`config.mk`:
```
export PLATFORM = sky130hd
export DESIGN_NAME = slce_seg_mem
export DESIGN_NICKNAME = d
export VERILOG_FILES = /design/src/rtl/slce_pkg.sv /design/src/rtl/slce_seg_mem.sv
export SDC_FILE = /design/constraint.sdc
export NUM_CORES = 2
export LEC_CHECK = 0
export ABC_AREA = 1
export BUFFER_PORTS_ARGS = -buffer_cell sky130_fd_sc_hd__buf_2
export CAP_MARGIN = 20
export CORE_MARGIN = 2
export CORE_UTILIZATION = 30
export CTS_BUF_LIST = sky130_fd_sc_hd__clkbuf_4 sky130_fd_sc_hd__clkbuf_8 sky130_fd_sc_hd__clkbuf_16
export DETAILED_ROUTE_END_ITERATION = 16
export PLACE_DENSITY = 0.55
export SLEW_MARGIN = 25
export SYNTH_ARGS = -nofsm -noshare
export SYNTH_HDL_FRONTEND = slang
export SYNTH_SLANG_ARGS = --single-unit
```
`constraint.sdc`:
```
create_clock -name clk -period 19.5 [get_ports clk]
set_input_delay 3.9 -clock clk [delete_from_list [all_inputs] [get_ports clk]]
set_output_delay 3.9 -clock clk [all_outputs]
set_load 0.005 [all_outputs]
```
`src/rtl/slce_pkg.sv`:
```
// ----------------------------------------------------------------------------
// slce_pkg
// Shared types and constants of the serpentine line command encoder.
// ----------------------------------------------------------------------------
`default_nettype none

package slce_pkg;

	localparam int unsigned COORD_W   = 32;
	localparam int unsigned DELTA_W   = 33;
	localparam int unsigned CMD_W     = 3;
	localparam int unsigned CFG_IDX_W = 1;

	// configuration register indexes
	localparam logic [CFG_IDX_W-1:0] REG_ORIGIN_X = 1'b0;
	localparam logic [CFG_IDX_W-1:0] REG_ORIGIN_Y = 1'b1;

	// plotter command codes
	localparam logic [CMD_W-1:0] CMD_PEN_UP  = 3'd0;
	localparam logic [CMD_W-1:0] CMD_CONT_UP = 3'd1;
	localparam logic [CMD_W-1:0] CMD_ONLY    = 3'd2;
	localparam logic [CMD_W-1:0] CMD_START   = 3'd3;
	localparam logic [CMD_W-1:0] CMD_MIDDLE  = 3'd4;
	localparam logic [CMD_W-1:0] CMD_END     = 3'd5;

	// one buffered segment, first endpoint in the low bits
	typedef struct packed {
		logic signed [COORD_W-1:0] by;
		logic signed [COORD_W-1:0] bx;
		logic signed [COORD_W-1:0] ay;
		logic signed [COORD_W-1:0] ax;
	} seg_t;

	typedef enum logic [1:0] {
		ST_IDLE,
		ST_READ,
		ST_MOVE,
		ST_DRAW
	} seq_state_t;

	// one result item
	typedef struct packed {
		logic [CMD_W-1:0]          cmd;
		logic signed [DELTA_W-1:0] dx;
		logic signed [DELTA_W-1:0] dy;
		logic                      ovf;
		logic                      last;
	} result_t;

endpackage

`default_nettype wire

```
`src/rtl/slce_seg_mem.sv`:
```
// ----------------------------------------------------------------------------
// slce_seg_mem
// Segment buffer: one write port, one read port, registered read data.
// ----------------------------------------------------------------------------
`default_nettype none

module slce_seg_mem #(
	parameter int unsigned DEPTH  = 32,
	parameter int unsigned ADDR_W = 5
) (
	input  wire                        clk,
	input  wire                        we,
	input  wire [ADDR_W-1:0]           waddr,
	input  slce_pkg::seg_t             wdata,
	input  wire                        re,
	input  wire [ADDR_W-1:0]           raddr,
	output slce_pkg::seg_t             rdata
);
	import slce_pkg::*;

	seg_t mem_q [DEPTH];
	seg_t rdata_q;

	always_ff @(posedge clk) begin
		if (we) begin
			mem_q[waddr] <= wdata;
		end
	end

	always_ff @(posedge clk) begin
		if (re) begin
			rdata_q <= mem_q[raddr];
		end
	end

	assign rdata = rdata_q;

endmodule

`default_nettype wire

```
==> Yosys cells after proc, flatten, opt, wreduce, memory -nomap -nowiden <==
Memory sizes are Yosys's and may differ from the RTL's. A register that Yosys moved wholly into a read port is not among the register bits.
Index checks and enable logic that the tools add are counted.
{ "word_totals": {"ff_bits": 0, "mem_bits_rw": 4096, "word_cells": 3, "mem_count": 1} }
{ "mem_list": {"columns": ["name", "depth", "width", "read_ports", "rd_ports_with_merged_regs", "write_ports", "line_no", "text"], "rows": [
  ["mem_q", 32, 128, 1, 1, 1, "slce_seg_mem.sv:21", "seg_t mem_q [DEPTH];"]
]} }
{ "op_classes": {"n_mux": 2} }
{ "ops": {"columns": ["op", "n"], "rows": [
  ["2-to-1 mux 1 bit", 2]
]} }

==> Depth between registers and ports, before layout <==
{ "depth": {"word_depth": 2, "ltp_mapped": 11, "depth_no_buf": 7} }

==> Worst setup path after synthesis <==
OpenSTA, ideal clock, no wires.
{ "synth_path": {"path_type": "input to register", "from": "input port waddr[0]", "to": "memory mem_q[0][0] in the netlist's numbering, enable pin", "setup_ps": 617, "arrival_time_ps": 9521, "setup_slack_ps": 9361, "stages": 3, "path_buffers": 0, "cell_sequence": "inv_1 nand3_1 nor2_1"} }
{ "synth_rtl": {"columns": ["item", "line_no", "text"], "rows": [
  ["start: declaration", "slce_seg_mem.sv:13", "input wire [ADDR_W-1:0] waddr,"],
  ["end: declaration", "slce_seg_mem.sv:21", null]
]} }
Straight into the memory's write port.

==> flow_metrics.env <==
export IMPL_crit_path_end_kind="register"
export IMPL_hp_start="mem_q[27][10]"
export IMPL_drive_above_1_share=0.08879
export IMPL_finalCritPeriodShare=0.4719
export IMPL_slew_violations=0
export IMPL_synthAdderAreaFrac=0
export IMPL_htreeDepth=5
export IMPL_dp_hpwl_mm=245.1
export IMPL_grt_overflow=0
export IMPL_tightest_slew_ns=1.134
export IMPL_core_area_um2=555700
export IMPL_synth_edf_count=4224
export IMPL_rrSetupSlack_ns=17.89
export IMPL_synthesis_nets=13363
export IMPL_wirelength_mm=523.4
export IMPL_synth_area_leaders="edfxtp_1, nand3_1, nand2_1"
export IMPL_power_density_nw_per_um2=103.2
export IMPL_reg2reg_from="mem_q[22][114]"
export IMPL_clock_sinks=4224
export IMPL_antenna_found_initial=101
export IMPL_synthSimpleGateAreaFrac=0.2111
export IMPL_critPathMaxStageDelay_ns=0.82
export IMPL_num_vias=106952
export IMPL_setup_viol=0
export IMPL_cts_tree="built"
export IMPL_period_minus_slack_ns=9.202
export IMPL_fin_skew_ns=0.05261
export IMPL_die_area_um2=562700
export IMPL_rsz0062_at_grt="no"
export IMPL_clock_tree_buffer_depth=4
export IMPL_hold_end="rdata[10]"
export IMPL_async_flop_share=0
export IMPL_clk_pin_slew_ns=0.06
export IMPL_muxShareOfSynthArea=0
export IMPL_remaining_drc_errors=0
export IMPL_cts_buffers=437
export IMPL_cts_resized=0
export IMPL_hold_viol=0
export IMPL_post_cts_buffers=0
export IMPL_ctsHoldBuffers=0
export IMPL_grt_pass1_wl_mm=744.5
export IMPL_avgSynthCellArea_um2=12.63
export IMPL_area_growth_synth_to_final_pct=13.45
export IMPL_vias_per_cell=5.065
export IMPL_grt_use_total=0.1796
export IMPL_drtIter0Drc=12380
export IMPL_synth_cell_area_um2=167000
export IMPL_crit_type="in2reg"
export IMPL_met3_usage=0.03660
export IMPL_grt_pass1_vias=99868
export IMPL_rr_worst_depth=6
export IMPL_synthXorXnorAreaFrac=0
export IMPL_drv_cap=0
export IMPL_hp_class="reg2reg"
export IMPL_grt_busiest_layer="met2"
export IMPL_synth_compound_area_frac=0
export IMPL_setup_tns_ns=0
export IMPL_die_h_um=750.2
export IMPL_cp_start_kind="input pin"
export IMPL_gp_congestion=0.7323
export IMPL_clk_insertion_delay_late_ns=1.04
export IMPL_cts_root_buf="clkbuf_16"
export IMPL_ys_types=13
export IMPL_vdd_drop_max_mv=0.08212
export IMPL_synth_common_cells="edfxtp_1, nand2_1, nand3_1"
export IMPL_hold_depth=6
export IMPL_crit_fanout=65
export IMPL_grtUsageMet2=0.2841
export IMPL_firstDrtPassIters=8
export IMPL_grt_max_degree=218
export IMPL_slowest_stage="buf_4"
export IMPL_portBuffers=268
export IMPL_maxSlewHeadroom=0.2439
export IMPL_synth_top_family_by_area="simple AND/OR/NAND/NOR gates"
export IMPL_grtUsageMet1=0.2536
export IMPL_drtAntennaViolNets=0
export IMPL_reg2reg_to="rdata[114]"
export IMPL_yosysTopAreaCell="edfxtp_1"
export IMPL_fin_util=0.3410
export IMPL_leakage_nw=65.03
export IMPL_die_x_um=750.2
export IMPL_post_synth_top_area_fraction=0.7594
export IMPL_cp_arrival_ns=9.95
export IMPL_status="finished clean"
export IMPL_nFillCells=54053
export IMPL_routedWlPerCell_um=24.78
export IMPL_synth_main_ff_cell="edfxtp_1"
export IMPL_syn_inst=13222
export IMPL_nets=13408
export IMPL_required_ns=20.25
export IMPL_synth_seq_cells=4224
export IMPL_max_freq_mhz=108.7
export IMPL_cp_common_cell="buf_4"
export IMPL_ys_seq_area_frac=0.7594
export IMPL_start_util=0.3006
export IMPL_yosys_warnings=0
export IMPL_crit_chain="buf_8 > buf_4 > buf_4 > buf_4 > buf_4 > buf_4 > buf_4 > nand3_1 > nand3_1 > nand3_1 > nand3_1 > nand2_1"
export IMPL_rows=274
export IMPL_num_io_pins=269
[through the flow]
step	worst slack [ns]	hold slack (ns)	cell area [µm²]	total power [mW]	instances
detailed placement	9.443	0.7555	175200	11.45	20279
floorplan	9.361	0.7159	167000	10.98	13222
finish	10.30	0.7487	189500	19.55	21117
CTS	10.54	0.7484	189300	19.69	21079
global route	10.16	0.8115	189400	20.15	21092
global placement	9.449	0.7501	175000	11.44	20273
[cells by family (layout without fill, tap and decap cells)]
group | after synthesis | count (layout)
buf+inv | 890 | 1296
flops | 4224 | 4224
other cells | 0 | 37
simple gates | 8108 | 8108
[state kept, by name (all words and copies together) (netlist names)]
register,count
mem_q,4096
rdata,128
[final cells by class]
type | instances | area, µm² | area share
sequential | 4224 | 126800 | 0.6694
multi-input combinational | 8108 | 35490 | 0.1873
clock buffer | 558 | 11910 | 0.06287
tap | 7452 | 9324 | 0.04921
timing repair buffer | 486 | 3510 | 0.01852
clock inverter | 242 | 2222 | 0.01173
inverter | 10 | 92.59 | 0.0004886
antenna | 37 | 92.59 | 0.0004886
[power breakdown]
part	leakage [nW]	switching (mW)	total (mW)	internal (mW)
logic	19.8	0.813	1.07	0.255
registers	38.2	0.0487	10.2	10.1
clock network	7.06	3.56	8.30	4.74
[layout by cell type (no fill, tap or decap), drive strengths merged]
| master | count |
|---|---|
| bufinv | 32 |
| edfxtp | 4224 |
| inv | 22 |
| buf | 486 |
| diode | 37 |
| nand3 | 3852 |
| clkbuf | 558 |
| nand2 | 4224 |
| clkinv | 193 |
| clkinvlp | 5 |
| nor2 | 32 |
[critical path, delay by kind of cell]
kind / cells / cell delay [ns]
and+or+nand+nor: 5 / 0.64
buffers and inverters: 7 / 5.05
[worst max-delay path by stage]
stage                     startpoint     endpoint  slack (ns)  depth (start not counted)
after floorplan             waddr[0]  mem_q[0][0]        9.36                          3
after global placement      raddr[1]    rdata[38]        9.45                         12
after detailed placement    raddr[1]    rdata[37]        9.44                         12
after global routing        raddr[1]    rdata[37]       10.16                         12
final                       raddr[1]    rdata[45]       10.30                         12
after CTS                   raddr[1]    rdata[38]       10.54                         12
[per-layer routing]
metal | up-vias | part of all wire
met5 | - | 0.00055
met4 | 46 | 0.023
met3 | 786 | 0.084
met2 | 4345 | 0.46
met1 | 54183 | 0.43
li1 | 47592 | -
No activity file was read; power rests on OpenSTA's default activity.
