<file path="config.mk">
export PLATFORM = sky130hd
export DESIGN_NAME = slce_seq
export DESIGN_NICKNAME = d
export VERILOG_FILES = /design/src/rtl/slce_pkg.sv /design/src/rtl/slce_seq.sv
export SDC_FILE = /design/constraint.sdc
export NUM_CORES = 1
export LEC_CHECK = 0
export BUFFER_PORTS_ARGS = -buffer_cell sky130_fd_sc_hd__buf_2
export CAP_MARGIN = 30
export CORE_ASPECT_RATIO = 1.4
export CORE_MARGIN = 3
export CORE_UTILIZATION = 58
export DETAILED_ROUTE_END_ITERATION = 10
export PLACE_DENSITY = 0.91
export SETUP_SLACK_MARGIN = 0.2
export SLEW_MARGIN = 20
export SYNTH_ARGS = -nofsm -noshare
export SYNTH_HDL_FRONTEND = slang
export SYNTH_SLANG_ARGS = --single-unit
</file>
<file path="constraint.sdc">
create_clock -name clk -period 4.83 [get_ports clk]
set_input_delay 0.7245 -clock clk [delete_from_list [all_inputs] [get_ports clk]]
set_output_delay 0.7245 -clock clk [all_outputs]
set_load 0.03 [all_outputs]
</file>
<file path="src/rtl/slce_pkg.sv">
// ----------------------------------------------------------------------------
// slce_pkg
// Shared types and constants of the serpentine line command encoder.
// ----------------------------------------------------------------------------
`default_nettype none

package slce_pkg;

	localparam int unsigned COORD_W   = 32;
	localparam int unsigned DELTA_W   = 33;
	localparam int unsigned CMD_W     = 3;
	localparam int unsigned CFG_IDX_W = 1;

	// configuration register indexes
	localparam logic [CFG_IDX_W-1:0] REG_ORIGIN_X = 1'b0;
	localparam logic [CFG_IDX_W-1:0] REG_ORIGIN_Y = 1'b1;

	// plotter command codes
	localparam logic [CMD_W-1:0] CMD_PEN_UP  = 3'd0;
	localparam logic [CMD_W-1:0] CMD_CONT_UP = 3'd1;
	localparam logic [CMD_W-1:0] CMD_ONLY    = 3'd2;
	localparam logic [CMD_W-1:0] CMD_START   = 3'd3;
	localparam logic [CMD_W-1:0] CMD_MIDDLE  = 3'd4;
	localparam logic [CMD_W-1:0] CMD_END     = 3'd5;

	// one buffered segment, first endpoint in the low bits
	typedef struct packed {
		logic signed [COORD_W-1:0] by;
		logic signed [COORD_W-1:0] bx;
		logic signed [COORD_W-1:0] ay;
		logic signed [COORD_W-1:0] ax;
	} seg_t;

	typedef enum logic [1:0] {
		ST_IDLE,
		ST_READ,
		ST_MOVE,
		ST_DRAW
	} seq_state_t;

	// one result item
	typedef struct packed {
		logic [CMD_W-1:0]          cmd;
		logic signed [DELTA_W-1:0] dx;
		logic signed [DELTA_W-1:0] dy;
		logic                      ovf;
		logic                      last;
	} result_t;

endpackage

`default_nettype wire

</file>
<file path="src/rtl/slce_seq.sv">
// ----------------------------------------------------------------------------
// slce_seq
// Group collection and command sequencer: stores segments, then walks the
// buffer in serpentine order and emits move/draw commands through an
// output register.
// ----------------------------------------------------------------------------
`default_nettype none

module slce_seq #(
	parameter int unsigned MAX_SEGMENTS = 32,
	parameter int unsigned IDX_W        = 5,
	parameter int unsigned CNT_W        = 6
) (
	input  wire                                clk,
	input  wire                                arst_n,
	// segment input
	input  wire                                in_valid,
	output logic                               in_ready,
	input  wire                                in_group_last,
	input  wire                                in_job_start,
	// configuration
	input  wire signed [slce_pkg::COORD_W-1:0] origin_x,
	input  wire signed [slce_pkg::COORD_W-1:0] origin_y,
	// buffer ports
	output logic                               mem_we,
	output logic [IDX_W-1:0]                   mem_waddr,
	output logic                               mem_re,
	output logic [IDX_W-1:0]                   mem_raddr,
	input  slce_pkg::seg_t                     mem_rdata,
	// command output
	output logic                               out_valid,
	input  wire                                out_ready,
	output slce_pkg::result_t                  out_res
);
	import slce_pkg::*;

	seq_state_t state_q, state_d;

	logic [CNT_W-1:0]          count_q;
	logic [CNT_W-1:0]          c_q;
	logic                      ovf_q;
	logic                      fwd_q;
	logic signed [COORD_W-1:0] last_x_q, last_y_q;
	logic                      out_valid_q;
	result_t                   out_res_q;

	logic                      accept;
	logic                      out_free;
	logic                      out_load;
	logic                      seg_done;
	logic                      group_done;
	logic [CNT_W-1:0]          base_cnt;
	logic                      base_ovf;
	logic                      room;
	logic [CNT_W-1:0]          c_next;
	logic [CNT_W-1:0]          rd_idx;
	logic                      is_last_seg;
	logic signed [COORD_W-1:0] p1x, p1y, p2x, p2y;
	result_t                   res_d;

	assign accept   = in_valid && in_ready;
	assign out_free = !out_valid_q || out_ready;

	assign base_cnt = in_job_start ? '0 : count_q;
	assign base_ovf = in_job_start ? 1'b0 : ovf_q;
	assign room     = base_cnt < CNT_W'(MAX_SEGMENTS);

	assign is_last_seg = c_q == (count_q - CNT_W'(1));

	// walk order: forward by position, backward from the top of the group
	assign c_next = (state_q == ST_READ) ? c_q : c_q + CNT_W'(1);
	assign rd_idx = fwd_q ? c_next : (count_q - CNT_W'(1) - c_next);

	always_comb begin
		if (fwd_q) begin
			p1x = mem_rdata.ax;
			p1y = mem_rdata.ay;
			p2x = mem_rdata.bx;
			p2y = mem_rdata.by;
		end else begin
			p1x = mem_rdata.bx;
			p1y = mem_rdata.by;
			p2x = mem_rdata.ax;
			p2y = mem_rdata.ay;
		end
	end

	// next state
	always_comb begin
		state_d = state_q;
		case (state_q)
			ST_IDLE: begin
				if (accept && in_group_last) begin
					state_d = ST_READ;
				end
			end
			ST_READ: begin
				state_d = ST_MOVE;
			end
			ST_MOVE: begin
				if (out_free) begin
					state_d = ST_DRAW;
				end
			end
			ST_DRAW: begin
				if (out_free) begin
					state_d = is_last_seg ? ST_IDLE : ST_MOVE;
				end
			end
			default: begin
				state_d = ST_IDLE;
			end
		endcase
	end

	// outputs of the sequencer
	always_comb begin
		in_ready   = 1'b0;
		out_load   = 1'b0;
		seg_done   = 1'b0;
		group_done = 1'b0;
		mem_re     = 1'b0;
		res_d.cmd  = CMD_PEN_UP;
		res_d.dx   = {p1x[COORD_W-1], p1x} - {last_x_q[COORD_W-1], last_x_q};
		res_d.dy   = {p1y[COORD_W-1], p1y} - {last_y_q[COORD_W-1], last_y_q};
		res_d.ovf  = ovf_q;
		res_d.last = 1'b0;
		case (state_q)
			ST_IDLE: begin
				in_ready = 1'b1;
			end
			ST_READ: begin
				mem_re = 1'b1;
			end
			ST_MOVE: begin
				out_load  = out_free;
				res_d.cmd = (c_q == '0) ? CMD_PEN_UP : CMD_CONT_UP;
			end
			ST_DRAW: begin
				out_load   = out_free;
				seg_done   = out_free;
				group_done = out_free && is_last_seg;
				mem_re     = out_free && !is_last_seg;
				res_d.dx   = {p2x[COORD_W-1], p2x} - {p1x[COORD_W-1], p1x};
				res_d.dy   = {p2y[COORD_W-1], p2y} - {p1y[COORD_W-1], p1y};
				res_d.last = is_last_seg;
				if (count_q == CNT_W'(1)) begin
					res_d.cmd = CMD_ONLY;
				end else if (c_q == '0) begin
					res_d.cmd = CMD_START;
				end else if (is_last_seg) begin
					res_d.cmd = CMD_END;
				end else begin
					res_d.cmd = CMD_MIDDLE;
				end
			end
			default: begin
				in_ready = 1'b0;
			end
		endcase
	end

	assign mem_we    = accept && room;
	assign mem_waddr = base_cnt[IDX_W-1:0];
	assign mem_raddr = rd_idx[IDX_W-1:0];

	always_ff @(posedge clk or negedge arst_n) begin
		if (!arst_n) begin
			state_q     <= ST_IDLE;
			count_q     <= '0;
			c_q         <= '0;
			ovf_q       <= 1'b0;
			fwd_q       <= 1'b1;
			last_x_q    <= '0;
			last_y_q    <= '0;
			out_valid_q <= 1'b0;
		end else begin
			state_q <= state_d;
			if (accept) begin
				c_q     <= '0;
				count_q <= room ? base_cnt + CNT_W'(1) : base_cnt;
				ovf_q   <= room ? base_ovf : 1'b1;
				if (in_job_start) begin
					fwd_q    <= 1'b1;
					last_x_q <= origin_x;
					last_y_q <= origin_y;
				end
			end
			if (seg_done) begin
				c_q      <= c_q + CNT_W'(1);
				last_x_q <= p2x;
				last_y_q <= p2y;
			end
			if (group_done) begin
				count_q <= '0;
				ovf_q   <= 1'b0;
				fwd_q   <= !fwd_q;
			end
			if (out_load) begin
				out_valid_q <= 1'b1;
			end else if (out_ready) begin
				out_valid_q <= 1'b0;
			end
		end
	end

	always_ff @(posedge clk) begin
		if (out_load) begin
			out_res_q <= res_d;
		end
	end

	assign out_valid = out_valid_q;
	assign out_res   = out_res_q;

endmodule

`default_nettype wire

</file>
# After elaboration in Yosys (flattened, before gate mapping)
# Index checks and enable logic that the tools add are counted.
classes:
  n_reduce_logical: 21
  bitwise: 0
  n_lt_le_gt_ge: 1
  div: 0
  n_eq_ne: 9
  multipliers: 0
  shifts: 0
  mux: 43
  add_sub_neg: 8
op_table:
  columns: ["cell", "count"]
  rows:
  - ["$mux 32", 10]
  - ["$sub 32x32->33", 4]
  - ["$mux 66", 1]
  - ["$mux 6", 6]
  - ["$mux 1", 15]
  - ["$add 6x1->6 const B", 2]
  - ["$mux 5", 2]
  - ["$reduce_bool 2->1", 5]
  - ["$mux 2", 4]
  - ["$pmux 2 s4", 1]
  - ["$eq 6x1->1 const B", 1]
  - ["$eq 6x6->1", 1]
  - ["$logic_not 6->1", 1]
  - ["$lt 6x6->1 const B", 1]
  - ["$mux 3", 2]
  - ["$ne 2x2->1 const B", 3]
  - ["$pmux 3 s2", 1]
  - ["$reduce_and 2->1", 3]
  - ["$sub 6x1->6 const B", 1]
  - ["$logic_and 1x1->1", 5]
  - ["$sub 5x5->5", 1]
  - ["$eq 2x2->1 const B", 2]
  - ["$logic_not 1->1", 3]
  - ["$ne 3x3->1 const B", 1]
  - ["6 further kinds", 6]
totals:
  romBits: 0
  ramBits: 0
  memories: 0
  latch_bits: 0
  regBits: 152

# Longest topological paths before layout
depth:
  word_depth: 6
  depth_mapped: 17
  mapped_depth_nobuf: 13

# Worst setup path after synthesis
# OpenSTA, ideal clock, no wires.
synth_path:
  path_kind: "reg2reg"
  start: "register fwd_q"
  end: "register out_res_q, in the netlist out_res[65] (data pin)"
  period_less_slack_ns: 4.392
  required_time_ns: 4.555
  path_buffers: 4
  arrival_time_ns: 4.117
  slack_ns: 0.438
  stages_incl_launch_ff: 17
  setup_ns: 0.275
  path_cell_list: "dfstp_2 > clkbuf_1 > clkbuf_1 > buf_2 > buf_1 > mux2i_1 > inv_1 > fa_1 > nand2b_1 > a21oi_1 > o311a_1 > a31o_2 > a41o_1 > a21oi_1 > o21ai_0 > xor2_1 > o22ai_1"
synth_lines:
  columns: ["item", "line_no", "rtl"]
  rows:
  - ["start: declaration", "slce_seq.sv:42", "logic fwd_q;"]
  - ["start signal: assignment", "slce_seq.sv:197", "fwd_q <= !fwd_q;"]
  - ["end signal: assignment", "slce_seq.sv:209", "out_res_q <= res_d;"]
  - ["end: declaration", "slce_seq.sv:45", "result_t out_res_q;"]

==> results.toml <==
[pwr]
p_seq_share_pct = 25.5
p_leak_nw = 8.48
p_sw_w = 0.00445
p_total_w = 0.00933
ir_drop_mv = 0.286
swShare_pct = 47.7
intPower_w = 0.00488
clkPwrFrac_pct = 14.7
p_comb_share_pct = 59.7
powerDensity_nw_per_um2 = 530

[clocking]
htree_levels = 4
cts_tree = "built"
root_buffer = "clkbuf_16"
cts_setup_buffers = 0
clock_sinks = 152
clk_path_buf_depth = 2
cts_buffers = 17
worstSkewPairLatency_ns = 0.45
path_clk_slew_ns = 0.07

[run]
drv_cap = 0

[grt]
grt_pass1_vias = 15824
grt_overflow_total = 0
grt_pass1_wl_um = 75200
grt_usage_pct = 32.8
grt_antenna_before_repair = 3
grt_max_degree = 85

[setup_path]
critPathKind = "reg2reg"
worstPathCellList = "buf_4, mux2i_1, inv_1, ha_1, nand2_1, nor3_1, nand2_1, a21oi_1, o21ai_0, a21oi_1, a31oi_1, o211ai_1, a22oi_1"
r2r_start = "fwd_q"
reg2reg_slack_ns = 0.40
cp_slowest_cell = "dfstp_4"
path_max_fanout = 30
r2r_cells = 13
start_kind = "register"
cp-end-kind = "register"
worstPathArrival_ns = 4.59
path_buf_inv = 2
r2r_end = "out_res[34]"
critPathTopFamily = "compound AO/OA/AOI/OAI gates"
cp_data_required_time_ns = 4.99
cpPeakStageDelay_ns = 0.91

[sta]
setup_viol = 0
max_freq_mhz = 226
finalHoldViolations = 0
grt_setup_unrepaired = "false"
worst_slack_ns = 0.396
slew_viol_final = 0
skew_ns = 0.0141
tns_ns = 0
slew_headroom_pct = 33.9
tightest_slew_ns = 0.988
finalCriticalPeriod_ns = 4.43
fin_crit_sh_pct = 91.8

[place]
gp_congestion = 0.988
dp_slack_ns = 0.559
port_buffers = 282
dp_hpwl_um = 36900

[status]
status = "completed"

[detailed_routing]
routedWlPerCell_um = 19.5
routed_wl_um = 48000
first_iter_violations = 1134
ant_nets = 0
via_per_inst = 6.29
drtPass1Iterations = 5
post-route-drc-count = 0
via_count = 15494

[yosys]
synth_cells = 1898
seq_area_frac_synth_pct = 27.1
avgSynthCellArea_um2 = 8.09
synth_seq_cells = 152
ys_types = 79
synth_edf_count = 71
synth_nets = 2239
synth_ff_type = "dfrtp_1"
async_reset_ff_share_pct = 53.3
netlist_area_um2 = 15400
ys_warn_count = 0

[floorplanning]
row_count = 69
core_um2 = 25700
fp.dieArea_um2 = 28500
die_x_um = 144
io_pins = 283
die_h_um = 199
initial_core_util_pct = 59.7

[finish]
n_fill_cell = 2068
drive_gt1_share_pct = 19.6
area_delta_synth_final_pct = 14.5
seq_area_um2 = 4160
multi_input_area_um2 = 10300
final_nets = 2473

[worst_hold_path]
worstHoldPathType = "in2async"
==> power by group through the flow <==
stage	Sequential [W]	Clock, W	Combinational (W)
global placement	0.00237	0	0.00527
global route	0.00243	0.00143	0.00607
finish	0.00238	0.00137	0.00557
detailed placement	0.00239	0	0.00541
floorplan	0.00286	0	0.00353
CTS	0.00237	0.00138	0.00547
==> stage by stage <==
stage               std cells  hold WS (ns)  area [µm²]  utilization (%)
finish                   2465         0.310       17600             68.4
global route             2464         0.347       17600             68.4
CTS                      2464         0.323       17600             68.3
detailed placement       2432         0.444       17000             66.1
global placement         2431         0.448       17000             66.0
floorplan                1898         0.426       15400                -
==> layout by cell type, fill, tap and decap left out, drive strengths merged, types with 13 or more instances in the layout <==
| cell | instances |
|---|---|
| dfrtp | 80 |
| nor2 | 167 |
| a31oi | 75 |
| mux2 | 59 |
| a21oi | 143 |
| nand2b | 24 |
| nand4 | 14 |
| nor3 | 21 |
| nand3 | 30 |
| o21a | 15 |
| nand2 | 247 |
| mux2i | 80 |
| ha | 138 |
| o211ai | 13 |
| xor2 | 59 |
| and2 | 13 |
| xnor2 | 68 |
| inv | 164 |
| o21ai | 98 |
| and3 | 17 |
| buf | 300 |
| edfxtp | 71 |
| nor2b | 18 |
| a21o | 68 |
| clkbuf | 20 |
==> repair_timing <==
item / in CTS / in global routing
endpoints found under the setup margin: 0 / 2
gates resized for setup: 0 / 2
hold buffers: 0 / 0
==> synth_stat cells, types with 7 or more instances <==
| library cell | number | share of area, % |
|---|---|---|
| a211oi_1 | 10 | 0.49 |
| a21o_1 | 66 | 3.2 |
| a21oi_1 | 142 | 4.6 |
| a31oi_1 | 75 | 3.1 |
| and2_1 | 13 | 0.53 |
| and3_1 | 17 | 0.69 |
| buf_1 | 11 | 0.27 |
| clkbuf_1 | 64 | 1.6 |
| dfrtp_1 | 80 | 13 |
| edfxtp_1 | 71 | 14 |
| ha_1 | 138 | 11 |
| inv_1 | 161 | 3.9 |
| mux2_2 | 59 | 4.3 |
| mux2i_1 | 80 | 5.2 |
| nand2_1 | 246 | 6.0 |
| nand2b_1 | 24 | 0.98 |
| nand3_1 | 30 | 0.98 |
| nand4_1 | 14 | 0.57 |
| nor2_1 | 167 | 4.1 |
| nor2b_1 | 18 | 0.73 |
| nor3_1 | 21 | 0.68 |
| o211ai_1 | 13 | 0.64 |
| o21a_1 | 15 | 0.73 |
| o21ai_0 | 94 | 3.1 |
| o21bai_1 | 12 | 0.59 |
| o22ai_1 | 7 | 0.29 |
| o31ai_1 | 11 | 0.54 |
| xnor2_1 | 68 | 3.9 |
| xor2_1 | 59 | 3.4 |
==> flip-flops by register name, indices dropped and copies added, names as in the netlist <==
name	count
c_q	6
count_q	6
fwd_q	1
last_x_q	32
last_y_q	32
out_res	71
out_valid	1
ovf_q	1
state_q	2
==> cell families after synthesis <==
family / after synthesis / share of synthesized area [%]
AND/OR/NAND/NOR: 578 / 16.5
AO/OA/AOI/OAI: 513 / 21.4
buffers and inverters: 246 / 6.27
flip-flops: 152 / 27.1
adder cells (fa/ha/maj): 143 / 11.9
multiplexers: 139 / 9.54
XOR/XNOR: 127 / 7.24
==> how the worst max path moves through the flow <==
stage	from	endpoint	slack (ns)	cells past startpoint
after floorplan	fwd_q	out_res[65]	0.44	16
after global placement	fwd_q	out_res[27]	0.60	13
after detailed placement	fwd_q	out_res[27]	0.56	11
after CTS	fwd_q	out_res[31]	0.47	13
after global routing	fwd_q	out_res[31]	0.21	13
final	fwd_q	out_res[34]	0.40	13
==> metal layers <==
metal  vias to the layer above  wire, µm  global-route usage (%)
met5                         -        24                       0
met4                         4      3640                    23.8
met3                       240      3080                    4.74
met2                       793     24300                    59.0
met1                      7259     17000                    34.5
li1                       7198         -                       -
==> final cells by class <==
type	instances	area share, %
Antenna cell	1	0.0142
Sequential cell	152	23.7
Timing Repair Buffer	300	8.95
Inverter	161	3.44
Clock inverter	12	0.654
Tap cell	319	2.27
Multi-Input combinational cell	1500	58.3
Clock buffer	20	2.66
(Power assumes the default switching activity.)
